`src/sv/hss_pkg.sv`:
```
// Shared types and constants for the Horspool substring search block.
`default_nettype none

package hss_pkg;

   // Default sizing of the top level
   localparam int TEXT_DEPTH_DEFAULT  = 1024;
   localparam int PATTERN_MAX_DEFAULT = 16;

   // Pattern storage is fixed by the two 64-bit pattern registers
   localparam int PAT_BYTES = 16;
   localparam int PAT_IDX_W = 4;
   localparam int PAT_LEN_W = 5;

   // Configuration port
   localparam int CSR_IDX_W  = 2;
   localparam int CSR_DATA_W = 64;

   typedef enum logic [CSR_IDX_W-1:0] {
      CSR_PATTERN_LOW    = 2'd0,
      CSR_PATTERN_HIGH   = 2'd1,
      CSR_PATTERN_LENGTH = 2'd2
   } csr_index_type;

   // Search engine sequencer
   typedef enum logic [1:0] {
      SEARCH_IDLE,
      SEARCH_ISSUE,
      SEARCH_COMPARE,
      SEARCH_FINISH
   } search_state_type;

   // Back end hands a text bank back to the front end
   typedef struct packed {
      logic valid;
      logic bank;
   } bank_release_type;

   // Front end bank bookkeeping
   typedef struct packed {
      logic [1:0] bank_busy;
      logic       wr_bank;
   } front_status_type;

endpackage

`default_nettype wire

```
`src/sv/hss_front.sv`:
```
// Front end: takes text bytes, fills the text banks and queues one search job per text.
`default_nettype none

module hss_front #(
   parameter int TEXT_DEPTH = hss_pkg::TEXT_DEPTH_DEFAULT
) (
   input  wire logic                          clock,
   input  wire logic                          reset,
   input  wire logic                          req_valid,
   output logic                               req_ready,
   input  wire logic [7:0]                    req_text_byte,
   input  wire logic                          req_last_byte,
   input  wire logic                          q_full,
   output logic                               q_push,
   output logic [$clog2(TEXT_DEPTH+1)+1:0]    q_push_data,
   output logic                               wr_en,
   output logic [$clog2(TEXT_DEPTH):0]        wr_addr,
   output logic [7:0]                         wr_data,
   input  wire hss_pkg::bank_release_type     bank_release,
   output hss_pkg::front_status_type          status
);

   localparam int CNT_W  = $clog2(TEXT_DEPTH + 1);
   localparam int ADDR_W = $clog2(TEXT_DEPTH);

   logic [CNT_W-1:0] count_ff;
   logic [CNT_W-1:0] count_in;
   logic [CNT_W-1:0] count_after;
   logic             ovf_ff;
   logic             ovf_in;
   logic             ovf_after;
   logic             wr_bank_ff;
   logic             wr_bank_in;
   logic [1:0]       bank_busy_ff;
   logic [1:0]       bank_busy_in;
   logic             accept;
   logic             room;

   // Take bytes only into a bank the back end has handed back
   assign req_ready = !bank_busy_ff[wr_bank_ff] && !q_full;
   assign accept    = req_valid && req_ready;
   assign room      = count_ff < CNT_W'(TEXT_DEPTH);

   // Store the byte while there is room, drop and flag it otherwise
   assign wr_en       = accept && room;
   assign wr_addr     = {wr_bank_ff, count_ff[ADDR_W-1:0]};
   assign wr_data     = req_text_byte;
   assign count_after = count_ff + CNT_W'(room);
   assign ovf_after   = ovf_ff || !room;

   // Hand the finished text to the back end
   assign q_push      = accept && req_last_byte;
   assign q_push_data = {wr_bank_ff, count_after, ovf_after};

   assign status.bank_busy = bank_busy_ff;
   assign status.wr_bank   = wr_bank_ff;

   // Advance the fill state
   always_comb begin
      count_in     = count_ff;
      ovf_in       = ovf_ff;
      wr_bank_in   = wr_bank_ff;
      bank_busy_in = bank_busy_ff;
      if (accept) begin
         count_in = req_last_byte ? '0 : count_after;
         ovf_in   = req_last_byte ? 1'b0 : ovf_after;
      end
      if (bank_release.valid) begin
         bank_busy_in[bank_release.bank] = 1'b0;
      end
      if (q_push) begin
         bank_busy_in[wr_bank_ff] = 1'b1;
         wr_bank_in               = !wr_bank_ff;
      end
   end

   always_ff @(posedge clock) begin
      if (reset) begin
         count_ff     <= '0;
         ovf_ff       <= 1'b0;
         wr_bank_ff   <= 1'b0;
         bank_busy_ff <= '0;
      end else begin
         count_ff     <= count_in;
         ovf_ff       <= ovf_in;
         wr_bank_ff   <= wr_bank_in;
         bank_busy_ff <= bank_busy_in;
      end
   end

endmodule

`default_nettype wire

```
`config.mk`:
```
export PLATFORM = sky130hd
export DESIGN_NAME = hss_front
export DESIGN_NICKNAME = d
export VERILOG_FILES = /design/src/sv/hss_pkg.sv /design/src/sv/hss_front.sv
export SDC_FILE = /design/constraint.sdc
export NUM_CORES = 1
export LEC_CHECK = 0
export BUFFER_PORTS_ARGS = -buffer_cell sky130_fd_sc_hd__buf_2
export CAP_MARGIN = 20
export CORE_MARGIN = 4
export CORE_UTILIZATION = 50
export CTS_BUF_LIST = sky130_fd_sc_hd__clkbuf_4
export CTS_CLUSTER_SIZE = 30
export DETAILED_ROUTE_END_ITERATION = 12
export PLACE_DENSITY = 0.91
export SYNTH_ARGS = -nofsm -noshare
export SYNTH_HDL_FRONTEND = slang
export SYNTH_SLANG_ARGS = --single-unit
export TNS_END_PERCENT = 10
```
`constraint.sdc`:
```
create_clock -name clock -period 2.7 [get_ports clock]
set_input_delay 0.135 -clock clock [delete_from_list [all_inputs] [get_ports clock]]
set_output_delay 0.135 -clock clock [all_outputs]
set_load 0.01 [all_outputs]
```
# ---- Word level (Yosys, flattened, before mapping)
# Index checks and enable logic that the tools add are counted.
dict set report word_totals {
  regBits 15
  output_inout_bits 38
  input_bits 15
}
dict set report classes {
  bitwise 3
  reduce_logical 11
  n_lt_le_gt_ge 5
  muxes 10
  n_addsub 1
}
# cell count
set ops {}
lappend ops {{$add A11 B1 Y11} 1}
lappend ops {{$lt A11 B11 Y1 const B} 1}
lappend ops {{$mux W11} 1}
lappend ops {{$logic_and A1 B1 Y1} 6}
lappend ops {{$mux W1} 5}
lappend ops {{$logic_not A1 Y1} 4}
lappend ops {{$lt A1 B2 Y1 const B} 2}
lappend ops {{$mux W2} 2}
lappend ops {{$and A2 B2 Y2} 1}
lappend ops {{$demux W1 S1} 2}
lappend ops {{$ge A1 B1 Y1 const B} 2}
lappend ops {{$not A2 Y2} 1}
lappend ops {{$or A2 B2 Y2} 1}
lappend ops {{$logic_or A1 B1 Y1} 1}

# ---- Logic depth before layout (Yosys ltp)
dict set report depth {
  ltp_word 9
  mapped_depth 8
  ltp_nobuf 7
}

# ---- Least setup slack after synthesis
# No wires, ideal clock.
dict set report synth_timing {
  kind {register to register}
  startpoint {register count_ff[10]}
  endpoint {register count_ff[10]}
  path_stages_with_launch 9
  setup_time_ns 0.074
  path_buffers 1
  t_arrival_ns 1.698
  path_slack_ns 0.928
  path_cell_list {dfxtp_1 -> clkbuf_1 -> inv_1 -> ha_1 -> ha_1 -> and2_1 -> nand4_2 -> or3_1 -> a31oi_1}
}
dict set report synth_via {
  elab_chain_cells 3
}
# item line_no
set synth_lines {}
lappend synth_lines {{from (decl)} hss_front.sv:26} ;# logic [CNT_W-1:0] count_ff;
lappend synth_lines {{from (signal assigned)} hss_front.sv:84} ;# count_ff <= count_in;
lappend synth_lines {{$lt A11 B11 Y1} hss_front.sv:42} ;# assign room = count_ff < CNT_W'(TEXT_DEPTH);
lappend synth_lines {{$add A11 B1 Y11 (*)} hss_front.sv:48} ;# assign count_after = count_ff + CNT_W'(room);
lappend synth_lines {{$mux W11 (*)} hss_front.sv:65} ;# count_in = req_last_byte ? '0 : count_after;
# Every way passes the cells marked *; elsewhere a longest branch is shown, timed or not.
# A chain may end at the register's enable or synchronous reset.

# ---- Final worst setup path
dict set report layout_timing {
  startpoint {register wr_bank_ff}
  endpoint {output wr_en}
}
dict set report layout_via {
  elab_chain_cells 6
}
# item line_no
set layout_lines {}
lappend layout_lines {{from (decl)} hss_front.sv:32} ;# logic wr_bank_ff;
lappend layout_lines {{from (signal assigned)} hss_front.sv:86} ;# wr_bank_ff <= wr_bank_in;
lappend layout_lines {{$mux W1 (not written as such) (2 in a row)} hss_front.sv:40} ;# assign req_ready = !bank_busy_ff[wr_bank_ff] && !q_full;
lappend layout_lines {{$logic_not A1 Y1} hss_front.sv:40}
lappend layout_lines {{$logic_and A1 B1 Y1} hss_front.sv:40}
lappend layout_lines {{$logic_and A1 B1 Y1} hss_front.sv:41} ;# assign accept = req_valid && req_ready;
lappend layout_lines {{$logic_and A1 B1 Y1} hss_front.sv:45} ;# assign wr_en = accept && room;
lappend layout_lines {{to (decl)} hss_front.sv:16} ;# output logic wr_en,
# No other way between the ends. The select of a mux whose other input is x is not followed.

==> implementation parameters <==
Parameter                              Value

Synth
  Most frequent cells after synthesis ... buf_4, dfxtp_1, a21oi_1
  Mean instance size in the synthesized netlist ... around 8.0 sq um
  Top flip-flop cell by instance count after synthesis ... dfxtp_1
  Combined area of all synthesized cells ... 1040 sq um
  Post-synth top area cell ... dfxtp_1
  Area share of the leading cell type in the synthesized netlist ... 0.287
  Synthesized instance count ... 130
  Post-synth net total ... 147
  Fraction of registers with async set or reset after synthesis ... 0
  Dominant cells by area after synthesis ... dfxtp_1, buf_4, xnor2_1
  Most numerous cell in the Yosys netlist ... buf_4
  Sequential area share after synthesis ... 0.287
  Register bit total from synthesis ... 15
  Total of warnings raised by yosys ... 0
  Synth unique cells ... 36
  Number of enable flip-flop cells after synthesis ... 0

Cells and area
  Total Nets Final ... between 150 and 200
  Area used by multi-input combinational logic ... around 520 sq um
  Total inserted antenna cells ... 0
  P&R area growth vs syn ... 3.35%
  Footprint of the flip-flops and latches ... 300 sq um
  Fraction of the core area covered by cells at the end of the flow ... 0.545
  Share of cells above drive strength 1 ... 0.319
  Count of fill cells added during filler insertion ... 190

Die
  Chip width ... about 54 um
  Top-Level Pins ... 53
  Die Area ... around 2900 sq um
  Height of the die ... between 50 and 60 um
  Core Box Area ... roughly 2000 sq um
  Std cell rows ... 16
  Initial Util ... 0.527

Worst setup path
  Sort of element at the start of the critical path ... flop
  Data arrival time at the worst-slack endpoint ... about 1900 ps
  Max stage delay cell, worst path ... dfxtp_1
  Bufs and invs on worst path ... 1
  Crit. End Element ... primary output
  Kind of critical path ... reg2out
  Category of cells accounting for the largest share of critical-path delay ... simple AND/OR/NAND/NOR gates
  Peak per-stage delay on the critical path ... about 450 ps
  Critical-path maximum fanout ... 11
  Required arrival time at the worst endpoint ... 2570 ps
  Ordered list of cells on the worst path ... mux2i_1 > nand3_1 > nor2_1 > buf_2

Timing
  Worst hold slack ... approximately 170 ps
  Max Fclk ... roughly 490 MHz
  Post-route clock period utilization ... 0.756
  Max-slew violation total from the final report ... 0
  Slew of the pin with the lowest slew margin ... around 380 ps
  Unrepaired setup endpoints after global routing ... no
  Post-route setup TNS ... 0 ps
  Final Skew ... approximately 1.1 ps
  Number of failing hold endpoints at the final stage ... 0
  Min Tclk post-route ... a little over 2000 ps
  Max transition margin ... 0.741
  Setup-violating endpoint count in the final report ... 0

Power and ir drop
  NetSw ... approximately 0.00010 W
  Internal power ... 0.000309 W
  Static leakage ... 0.514 nW
  Power per cell area ... 383 nW/um^2
  Portion of total power attributed to the clock network ... 0.340
  Sequential cell fraction of total power ... 0.549
  Switching share of power ... 0.253
  Portion of total power attributed to combinational logic ... 0.111
  Peak supply drop ... ~0.25 mV

Place
  Sum of net half-perimeters after detailed placement ... ~1700 um
  IO Port Bufs ... 36
  Gpl congestion ... 0.860

Global route
  Number of antenna violations at the first check in global routing ... 0
  Total routing usage reported by global routing ... 0.162
  Pin count of the biggest net entering global routing ... 17
  Global route overflow ... 0
  Global-route wire length before repair ... 3390 um
  Vias in the first global route ... approximately 810

Drt
  Count of TritonRoute iterations in the first routing pass ... 4
  Iteration-0 DRC count of the detailed router ... 11
  Final wirelength ... 2110 um
  Number of vias in the routed layout ... around 900
  DRT antenna net count ... 0
  Via density ... about 5.4
  DR WL/cell ... around 13 um
  Final routed DRC violation total ... 0

Clocking
  CTS Buf Count ... 3
  Clock tree sinks ... 15
  Clk Tree Root Cell ... clkbuf_4
  Clock transition at the registers of the reported paths ... 90 ps
  Hold buffer count at cts ... 0
  CTS tree ... built
  Maximum clock path buffer count ... 2
  Post-CTS setup buffer count ... 0
  Depth of the CTS H-tree ... 1
  Post-cts resize count ... 0
  Insertion delay to the later sink of the worst-skew pair ... 290 ps

Run
  Number of violations of the max-capacitance limit ... 0

Run status
  Result of the run ... completed

Worst hold path
  Worst hold path class ... in2reg
[metrics by stage]
step / cell area [sq um] / cells / power, W / worst slack [ps]
6_report: 1080 / 168 / 0.000413 / 660
5_1_grt: 1080 / 168 / 0.000437 / 384
4_1_cts: 1080 / 168 / 0.000419 / 650
3_5_place_dp: 1050 / 164 / 0.000278 / 834
3_3_place_gp: 1050 / 164 / 0.000277 / 925
2_1_floorplan: 1040 / 130 / 0.000279 / 928
[power groups by stage]
stage / clock [W] / sequential, W / combinational (W)
2_1_floorplan: 0 / 0.000232 / 0.0000473
3_3_place_gp: 0 / 0.000232 / 0.0000456
3_5_place_dp: 0 / 0.000232 / 0.0000463
4_1_cts: 0.000145 / 0.000227 / 0.0000463
5_1_grt: 0.000158 / 0.000227 / 0.0000519
6_report: 0.000141 / 0.000227 / 0.0000459
[layout make-up]
class	count	area share
flip-flops and latches	15	0.278
inverters	4	0.0139
repair buffers	36	0.167
multi-input cells	82	0.482
well taps	27	0.0313
clock buffers	4	0.0278
[worst reg2reg max path, stage by stage, from the launching register on]
cell	delay (ps)
dfxtp_1	380
inv_1	80
ha_1	150
ha_1	250
and2_1	250
nand4_2	150
or3_1	370
a31oi_1	180
[flip-flops by register name, indices dropped and copies added, names as in the netlist]
register	cells
ovf_ff	1
count_ff	11
bank_busy_ff	2
wr_bank_ff	1
[worst paths after layout]
| path | cells after the start | slack [ps] | endpoint | from |
|---|---|---|---|---|
| setup / recovery | 4 | 660 | wr_en | wr_bank_ff |
| hold reg to reg | 2 | 480 | count_ff[0] | count_ff[0] |
| hold / removal | 4 | 170 | bank_busy_ff[1] | bank_release[0] |
| setup reg to reg | 7 | 820 | count_ff[10] | count_ff[10] |
[metal layers]
| metal | global-route usage | wire length (um) | vias to the layer above | share of wire |
|---|---|---|---|---|
| met1 | 0.183 | 863 | 411 | 0.41 |
| met2 | 0.278 | 1030 | 34 | 0.49 |
| met4 | 0.106 | 53 | 0 | 0.025 |
| met5 | 0 | 0 | - | 0 |
| met3 | 0.0277 | 162 | 5 | 0.077 |
| li1 | - | - | 452 | - |
[cells by family after synthesis]
kind of cell,Yosys count,share of synthesized area
DFF,15,0.287
adders and majority gates,2,0.0239
and+or+nand+nor,45,0.249
muxes,1,0.00958
buffers and inverters,33,0.214
AOI/OAI and AO/OA,24,0.132
xor gates and xnor gates,10,0.0838
[layout by cell type, fill, tap and decap left out, drive strengths merged]
cell    instances
a31oi           2
dfxtp          15
a32o            1
nor3b           1
nand4b          1
a21oi          12
xor2            2
xnor2           8
mux2i           1
a41oi           1
or3             6
and2            3
and3            3
o21ai           6
a22oi           1
nor2            5
nor3            1
nor4b           1
inv             4
clkbuf          4
and4            2
nand4           3
or2             1
nand2b          1
a31o            1
nand2          10
ha              2
nand3           7
buf            36
Note: power is estimated with default switching activity, not from simulation.
