**config.mk**
```make
export PLATFORM = sky130hd
export DESIGN_NAME = hss_job_queue
export DESIGN_NICKNAME = d
export VERILOG_FILES = /design/src/sv/hss_pkg.sv /design/src/sv/hss_job_queue.sv
export SDC_FILE = /design/constraint.sdc
export NUM_CORES = 1
export LEC_CHECK = 0
export BUFFER_PORTS_ARGS = -buffer_cell sky130_fd_sc_hd__buf_2
export CAP_MARGIN = 20
export CORE_UTILIZATION = 35
export CTS_BUF_LIST = sky130_fd_sc_hd__clkbuf_2
export CTS_CLUSTER_SIZE = 16
export DETAILED_ROUTE_END_ITERATION = 8
export HOLD_SLACK_MARGIN = 0.05
export PLACE_DENSITY = 0.54
export SLEW_MARGIN = 20
export SYNTH_ARGS = -nofsm -noshare
export SYNTH_HDL_FRONTEND = slang
export SYNTH_SLANG_ARGS = --single-unit
```
**constraint.sdc**
```tcl
create_clock -name clock -period 2.7 [get_ports clock]
set_input_delay 0 -clock clock [delete_from_list [all_inputs] [get_ports clock]]
set_output_delay 0 -clock clock [all_outputs]
set_load 0.02 [all_outputs]
```
**src/sv/hss_pkg.sv**
```systemverilog
// Shared types and constants for the Horspool substring search block.
`default_nettype none

package hss_pkg;

   // Default sizing of the top level
   localparam int TEXT_DEPTH_DEFAULT  = 1024;
   localparam int PATTERN_MAX_DEFAULT = 16;

   // Pattern storage is fixed by the two 64-bit pattern registers
   localparam int PAT_BYTES = 16;
   localparam int PAT_IDX_W = 4;
   localparam int PAT_LEN_W = 5;

   // Configuration port
   localparam int CSR_IDX_W  = 2;
   localparam int CSR_DATA_W = 64;

   typedef enum logic [CSR_IDX_W-1:0] {
      CSR_PATTERN_LOW    = 2'd0,
      CSR_PATTERN_HIGH   = 2'd1,
      CSR_PATTERN_LENGTH = 2'd2
   } csr_index_type;

   // Search engine sequencer
   typedef enum logic [1:0] {
      SEARCH_IDLE,
      SEARCH_ISSUE,
      SEARCH_COMPARE,
      SEARCH_FINISH
   } search_state_type;

   // Back end hands a text bank back to the front end
   typedef struct packed {
      logic valid;
      logic bank;
   } bank_release_type;

   // Front end bank bookkeeping
   typedef struct packed {
      logic [1:0] bank_busy;
      logic       wr_bank;
   } front_status_type;

endpackage

`default_nettype wire

```
**src/sv/hss_job_queue.sv**
```systemverilog
// Two-entry job queue between the front end and the search engine.
`default_nettype none

module hss_job_queue #(
   parameter int TEXT_DEPTH = hss_pkg::TEXT_DEPTH_DEFAULT
) (
   input  wire logic                              clock,
   input  wire logic                              reset,
   input  wire logic                              push,
   input  wire logic [$clog2(TEXT_DEPTH+1)+1:0]   push_data,
   input  wire logic                              pop,
   output logic [$clog2(TEXT_DEPTH+1)+1:0]        pop_data,
   output logic                                   full,
   output logic                                   empty,
   output logic [1:0]                             count
);

   localparam int JOB_W = $clog2(TEXT_DEPTH + 1) + 2;

   logic [JOB_W-1:0] entry_ff [2];
   logic             wr_ptr_ff;
   logic             rd_ptr_ff;
   logic [1:0]       count_ff;
   logic             do_push;
   logic             do_pop;

   assign full     = count_ff == 2'd2;
   assign empty    = count_ff == 2'd0;
   assign count    = count_ff;
   assign pop_data = entry_ff[rd_ptr_ff];
   assign do_push  = push && !full;
   assign do_pop   = pop && !empty;

   // Hold job payloads
   always_ff @(posedge clock) begin
      if (do_push) begin
         entry_ff[wr_ptr_ff] <= push_data;
      end
   end

   // Advance pointers and occupancy
   always_ff @(posedge clock) begin
      if (reset) begin
         wr_ptr_ff <= 1'b0;
         rd_ptr_ff <= 1'b0;
         count_ff  <= '0;
      end else begin
         if (do_push) begin
            wr_ptr_ff <= !wr_ptr_ff;
         end
         if (do_pop) begin
            rd_ptr_ff <= !rd_ptr_ff;
         end
         count_ff <= count_ff + 2'(do_push) - 2'(do_pop);
      end
   end

endmodule

`default_nettype wire

```
==> After elaboration in Yosys (flattened, before gate mapping) <==
Memory sizes are Yosys's and may differ from the RTL's. A register that Yosys moved wholly into a read port is not among the register bits.
Cells that the tools add are included.
{ "word_totals": {"ff_bits": 4, "mem_bits_rw": 26, "inputBits": 17, "output_inout_bits": 17, "elab_cells": 18, "memories": 1} }
{ "memory_table": {"columns": ["memory", "depth", "width", "read_ports", "rd_ports_with_merged_regs", "write_ports", "line", "text"], "rows": [
  ["entry_ff", 2, 13, 1, 1, 1, "hss_job_queue.sv:20", "logic [JOB_W-1:0] entry_ff [2];"]
]} }
{ "classes": {"add_sub_neg": 2, "eq_ne": 1, "muxes": 4, "reduce_logical": 7} }
{ "op_table": {"columns": ["op", "count"], "rows": [
  ["zero test 1 bit", 4],
  ["2-to-1 mux 1 bit", 4],
  ["adder 2 x 1 -> 2 bit", 1],
  ["equality test 2 bit, second input constant", 1],
  ["logical AND 1 bit", 2],
  ["zero test 2 bit", 1],
  ["subtractor 2 x 1 -> 2 bit", 1]
]} }

==> Logic depth before layout (Yosys ltp) <==
Gate-level depths: netlist of the first run.
{ "logic_depth": {"depth_word": 5, "depth_mapped": 8, "ltp_nobuf": 8} }

==> Worst setup path after synthesis of the first run <==
No wires, ideal clock.
{ "synth_path": {"path_kind": "register -> register", "from": "register count_ff[0] (netlist: count[0])", "to": "memory entry_ff[0][0] (netlist name) (enable)", "setup_time_ns": 0.349, "arrival_ns": 1.344, "required_ns": 2.351, "setup_slack_ns": 1.007, "stages_incl_launch_ff": 5, "path_buffers": 0, "period_less_slack_ns": 1.693, "cell_sequence": "dfxtp_1 nand2b_2 inv_2 or3_1 inv_1"} }
{ "synth_between": {"elab_chain_len": 5} }
{ "synth_lines": {"columns": ["element", "line", "text"], "rows": [
  ["from (decl)", "hss_job_queue.sv:23", "logic [1:0] count_ff;"],
  ["from (signal assigned)", "hss_job_queue.sv:54", "count_ff <= count_ff + 2'(do_push) - 2'(do_pop);"],
  ["equality test 2 bit", "hss_job_queue.sv:27", "assign full = count_ff == 2'd2;"],
  ["via full", "hss_job_queue.sv:13", "output logic full,"],
  ["zero test 1 bit", "hss_job_queue.sv:31", "assign do_push = push && !full;"],
  ["logical AND 1 bit", "hss_job_queue.sv:31", null],
  ["2-to-1 mux 1 bit", "hss_job_queue.sv:36", "if (do_push) begin"],
  ["2-to-1 mux 1 bit (not written as such)", "hss_job_queue.sv:37", "entry_ff[wr_ptr_ff] <= push_data;"],
  ["to (decl)", "hss_job_queue.sv:20", null]
]} }
The timed path passes the listed nets, and every way through them passes these cells.

==> Worst setup path in the final report of the first run <==
{ "layout_path": {"from": "register count_ff[0] (netlist: count[0])", "to": "memory entry_ff[0][1] (netlist name) (enable)"} }
{ "layout_between": {"elab_chain_len": 5} }
{ "layout_lines": {"columns": ["element", "line"], "rows": [
  ["equality test 2 bit", "hss_job_queue.sv:27"],
  ["zero test 1 bit", "hss_job_queue.sv:31"],
  ["logical AND 1 bit", "hss_job_queue.sv:31"],
  ["2-to-1 mux 1 bit", "hss_job_queue.sv:36"],
  ["2-to-1 mux 1 bit (not written as such)", "hss_job_queue.sv:37"]
]} }
No other way between the ends.

==> impl_metrics.csv, run 1 <==
group,metric,value,unit
logic_synthesis,synth.distinct_cells,21,
logic_synthesis,synth_top_area_share,66.9,%
clock_tree,cts_made_buffers,5,
placed_design,port_buffers,33,
logic_synthesis,synthAdderAreaFrac,2.14,%
global_routing,antenna_found_initial,0,
layout,layout_common_cells,"buf_2 (33), edfxtp_1 (26), dlygate4sd3_1 (16)",
timing,fin_crit_sh,64.0,%
logic_synthesis,synth_top_family_by_area,"multiplexers",
global_routing,grt_pass1_vias,701,
setup_path,cp.required,2.69,ns
clock_tree,cts_root_buffer,"clkbuf_2",
drt,dr_total_vias,721,
placed_design,dp.cells,143,
floorplan,die_x,59.8,um
logic_synthesis,synth_seq_area_share,75.5,%
logic_synthesis,avgSynthCellArea,17.4,um2
layout,syn2layout_area_growth,35.4,%
clock_tree,postCtsSetupRepairBufs,0,
logic_synthesis,ys_top_cells_by_area,"edfxtp_1 (67%), mux2_1 (9.6%), dfxtp_1 (8.6%), mux2_2 (2.9%), ha_1 (2.1%)",
floorplan,pin_count,34,
timing,tightest_slew,0.604,ns
timing,finClkSkew,0.00898,ns
outcome,status,"completed",
layout,layout-drive-gt1-share,37.4,%
timing,rsz0062_at_grt,"no",
setup_path,critical_path_buf_inv_count,2,
clock_tree,tritoncts,"done",
floorplan,core_area,0.00310,mm2
layout,n_antenna_cell,0,
timing,relSlewSlack,59.7,%
job,drv_cap,0,
setup_path,setup.worst_path.start,"count[0]",
logic_synthesis,synth-compound-area-share,1.61,%
min_path,hold_path_class,"in -> reg",
timing,drv_slew,0,
power,leakage,0.000646,uW
drt,via_per_inst,4.32,
timing,period_needed,1.73,ns
setup_path,reg2reg_from,"count[0]",
clock_tree,clock_sink_count,31,
drt,wl,1880,um
setup_path,slowest_delay,0.42,ns
logic_synthesis,ys_seq_elements,31,
logic_synthesis,netlist_instances,67,
setup_path,slowest_stage,"dfxtp_1",
timing,setup_violations,0,
logic_synthesis,syn_area,0.00117,mm2
global_routing,grt_max_degree,14,
floorplan,start_util,37.6,%
power,irDropWorstVdd,0.000523,V
timing,max_clock_freq,579,MHz
floorplan,rows,20,
setup_path,worstSetupStartpointType,"register",
placed_design,dpl_cell_area,0.00138,mm2
setup_path,crit_family,"simple AND/OR/NAND/NOR gates",
placed_design,dp_slack,0.976,ns
logic_synthesis,yosys_warnings,0,
timing,hold_viol,0,
min_path,hold_start,"push",
clock_tree,clk_pin_slew,0.14,ns
drt,dr.pass1.iters,3,
global_routing,grt_pass1_wl,3020,um
logic_synthesis,synth_top_area_cell,"edfxtp_1",
clock_tree,insertion_delay,0.34,ns
layout,final_common_cell,"buf_2",
clock_tree,clk_path_buf_depth,2,
setup_path,r2r_slack,0.97,ns
placed_design,dp_hpwl,1170,um
drt,drc_errors,0,
setup_path,endpoint_kind,"register",
logic_synthesis,synth.area.mux_share,12.5,%
placed_design,gp_congestion,0.646,
global_routing,gr-total-overflow,0,
power,p_per_area,848,mW/mm2
floorplan,die_y,59.8,um
setup_path,worstPathCellList,"nand2b_2, inv_2, or3_1, inv_1",
clock_tree,ctsResizeCount,0,
layout,finalInstanceArea,0.00158,mm2
setup_path,worstPathArrival,1.71,ns
setup_path,worstSetupPathType,"reg -> reg",
timing,setup_tns,0,ns
clock_tree,cts_max_level,2,
layout,finalNetCount,141,
logic_synthesis,synth_xor_area_share,1.50,%
drt,ant_nets,0,
logic_synthesis,syn-num-nets,86,
global_routing,grtUsageTotal,12.4,%
setup_path,worstPathMaxFanout,13,
floorplan,die_area,0.00357,mm2
drt,drt_iter0_drc,12,
drt,wl_per_cell,11.3,um
timing,finalWorstSetupSlack,0.973,ns
layout,finalNonFillerCells,167,
logic_synthesis,synthSimpleGateAreaFrac,5.04,%
[routing by layer]
| layer | share of wire (%) | wire, um | up-vias | GRT usage [%] |
|---|---|---|---|---|
| li1 | - | - | 356 | - |
| met5 | 0 | 0 | - | 0 |
| met1 | 43 | 801 | 337 | 12.7 |
| met4 | 1.2 | 23 | 0 | 5.98 |
| met2 | 48 | 910 | 24 | 20.5 |
| met3 | 7.8 | 146 | 4 | 6.49 |
[kinds of logic after synthesis]
group           Yosys count
flops                    31
xor+xnor                  2
mux                      13
buf+inv                   5
simple gates             11
fa+ha+maj                 2
compound gates            3
[sequential cells by signal (all words and copies together) (netlist names), named ones only]
signal / flops
count: 2
entry_ff: 26
wr_ptr_ff: 1
rd_ptr_ff: 1
[through the flow]
stage	power [uW]	hold slack (ns)	util [%]
after floorplan	986	0.0691	-
after global placement	1120	0.190	44.6
after detailed placement	1130	0.191	44.6
after CTS	1360	0.191	50.9
after global routing	1430	0.221	50.9
final	1340	0.228	50.9
[path summary, 6_finish.rpt]
check | end | depth (start not counted)
setup / recovery | entry_ff[0][1] | 4
hold / removal | count[1] | 6
setup reg to reg | entry_ff[0][1] | 4
hold reg to reg | register | 2
[Yosys cell counts]
master	number
edfxtp_1	26
mux2_1	10
dfxtp_1	5
nor2_1	4
inv_1	3
mux2_2	3
ha_1	2
a21oi_1	1
and2_1	1
and3_2	1
buf_2	1
inv_2	1
nand2_1	1
nand2b_2	1
nor2b_1	1
nor3_1	1
o21a_2	1
o21ai_0	1
or3_1	1
xnor2_1	1
xor2_1	1
[report_power, final]
| part | switching [uW] | internal (uW) | total [uW] | leakage, uW |
|---|---|---|---|---|
| registers | 60.6 | 614 | 675 | 0.000284 |
| logic | 264 | 196 | 459 | 0.000334 |
| clock network | 144 | 62.4 | 206 | 0.0000281 |
| total | 468 | 873 | 1340 | 0.000646 |
[final cells by class]
type                    count  area (um2)
clock buffers               6        30.0
clock inverters             2        7.51
fillers                   296        1520
inverters                   4        15.0
multi-input cells          31         267
flip-flops and latches     31         881
well taps                  44        55.1
repair buffers             49         325
[worst register-to-register path: stages, from the launching register on]
cell,delay [ns]
dfxtp_1,0.42
nand2b_2,0.17
inv_2,0.04
or3_1,0.32
inv_1,0.42
[repair_timing]
item,in CTS,in global routing
endpoints found under the hold margin,31,0
endpoints found under the setup margin,0,0
hold buffers,16,0
(Power assumes the default switching activity.)
==> run 2, diff against run 1 <==
Clock period 2.7 ns to 1.8 ns, I/O delays scaled along.
==> impl_metrics.csv, run 2 (synthesis gave the netlist of run 1 again) <==
group,metric,value,unit
power,p_per_area,1340,mW/mm2
drt,via_per_inst,4.22,
placed_design,dp_hpwl,1240,um
clock_tree,ctsHoldBuffers,16,
min_path,hold_path_depth,6,
floorplan,rows,20,
drt,wl_per_cell,10.9,um
placed_design,port_buffers,33,
layout,final_util,52.5,%
global_routing,antenna_found_initial,0,
placed_design,gp_congestion,0.655,
setup_path,worstPathMaxFanout,5,
power,p_clk_share,20.8,%
timing,drv_slew,0,
timing,fin_crit_sh,94.3,%
power,p_int,1470,uW
setup_path,r2r_slack,0.10,ns
global_routing,gr-total-overflow,0,
power,irDropWorstVdd,0.00104,V
drt,dr_total_vias,718,
power,pwr-share-comb,33.9,%
timing,setup_tns,0,ns
setup_path,worstPathArrival,2.01,ns
min_path,hold_path_class,"in -> reg",
clock_tree,tritoncts,"done",
layout,finalInstanceArea,0.00163,mm2
clock_tree,clk_path_buf_depth,2,
layout,layout_common_cells,"buf_2 (33), edfxtp_1 (26), dlygate4sd3_1 (16)",
power,p_seq_share,45.3,%
setup_path,slowest_stage,"dlygate4sd3_1",
layout,top_register,"entry_ff",
placed_design,dpl_cell_area,0.00141,mm2
drt,wl,1850,um
layout,layout-drive-gt1-share,39.7,%
floorplan,pin_count,34,
setup_path,reg2reg_from,"count[0]",
timing,tightest_slew,0.340,ns
timing,hold_viol,0,
global_routing,grtUsageTotal,12.3,%
layout,multi_input_area,267,um2
layout,syn2layout_area_growth,39.5,%
outcome,status,"completed",
setup_path,slowest_delay,0.55,ns
clock_tree,cts_max_level,2,
setup_path,r2r_cells,5,
floorplan,core_area,0.00310,mm2
layout,largest_reg_flops,26,
timing,rsz0062_at_grt,"no",
floorplan,die_area,0.00357,mm2
setup_path,cp.required,2.11,ns
setup_path,worstSetupPathType,"reg -> reg",
layout,finalNetCount,144,
setup_path,worstSetupStartpointType,"register",
setup_path,worstPathCellList,"nand2b_2, inv_2, or3_1, a21oi_1, dlygate4sd3_1",
layout,n_antenna_cell,0,
timing,finClkSkew,0.0146,ns
global_routing,grt_pass1_wl,2970,um
setup_path,endpoint_kind,"register",
power,power.switching,716,uW
timing,period_needed,1.70,ns
floorplan,die_y,59.8,um
drt,ant_nets,0,
power,swShare,32.8,%
timing,setup_violations,0,
power,leakage,0.000674,uW
global_routing,grt_pass1_vias,717,
clock_tree,insertion_delay,0.35,ns
drt,drc_errors,0,
setup_path,reg2reg_to,"wr_ptr_ff",
drt,dr.pass1.iters,4,
clock_tree,ctsResizeCount,0,
global_routing,grt_max_degree,14,
clock_tree,cts_made_buffers,5,
drt,drt_iter0_drc,18,
timing,relSlewSlack,77.4,%
floorplan,start_util,37.6,%
layout,final_common_cell,"buf_2",
clock_tree,clk_pin_slew,0.16,ns
clock_tree,postCtsSetupRepairBufs,0,
setup_path,setup.worst_path.start,"count[0]",
setup_path,setup.worst_path.end,"wr_ptr_ff",
layout,fillCellCount,296,
timing,max_clock_freq,589,MHz
clock_tree,clock_sink_count,31,
floorplan,die_x,59.8,um
layout,register_area,881,um2
clock_tree,cts_root_buffer,"clkbuf_2",
timing,hold_ws,0.216,ns
job,drv_cap,0,
-- run 2: per-stage QoR --
stage | power (uW) | cells | worst slack, ns
finish | 2190 | 170 | 0.102
global route | 2320 | 170 | 0.0421
CTS | 2210 | 170 | 0.132
detailed placement | 1730 | 146 | 0.201
global placement | 1710 | 146 | 0.288
floorplan | 1480 | 67 | 0.107
-- run 2: final cells by class --
type                            instances  share of cell area [%]
Timing Repair Buffer                   52                    21.4
Clock inverter                          3                    2.38
Sequential cell                        31                    54.1
Inverter                                4                   0.922
Tap cell                               44                    3.38
Multi-Input combinational cell         31                    16.4
Clock buffer                            5                    1.54
-- run 2: worst min-delay path by stage --
stage	slack [ns]	to	startpoint
6_report	0.22	count[1]	push
5_1_grt	0.24	entry_ff[1][0]	push
4_1_cts	0.19	count[1]	push
3_5_place_dp	0.19	entry_ff[0][11]	push_data[11]
3_3_place_gp	0.19	entry_ff[0][5]	push_data[5]
2_1_floorplan	0.07	wr_ptr_ff	reset
-- run 2: power by group through the flow --
stage | logic, uW | registers (uW) | clock network [uW]
finish | 740 | 990 | 455
global route | 815 | 1010 | 501
CTS | 752 | 991 | 471
detailed placement | 717 | 1010 | 0
global placement | 716 | 999 | 0
floorplan | 471 | 1010 | 0
-- run 2: per-layer routing --
layer / vias up / GRT usage (%) / routed length [um]
met5: - / 0 / 0
li1: 364 / - / -
met1: 327 / 12.7 / 802
met2: 23 / 19.7 / 897
met4: 0 / 9.97 / 30
met3: 4 / 4.55 / 119
-- run 2: critical path: cells and delay by family (launching register included) --
kind            cells  cell delay (ns)
flops               1             0.44
buf+inv             2             0.59
compound gates      1             0.13
simple gates        2             0.50
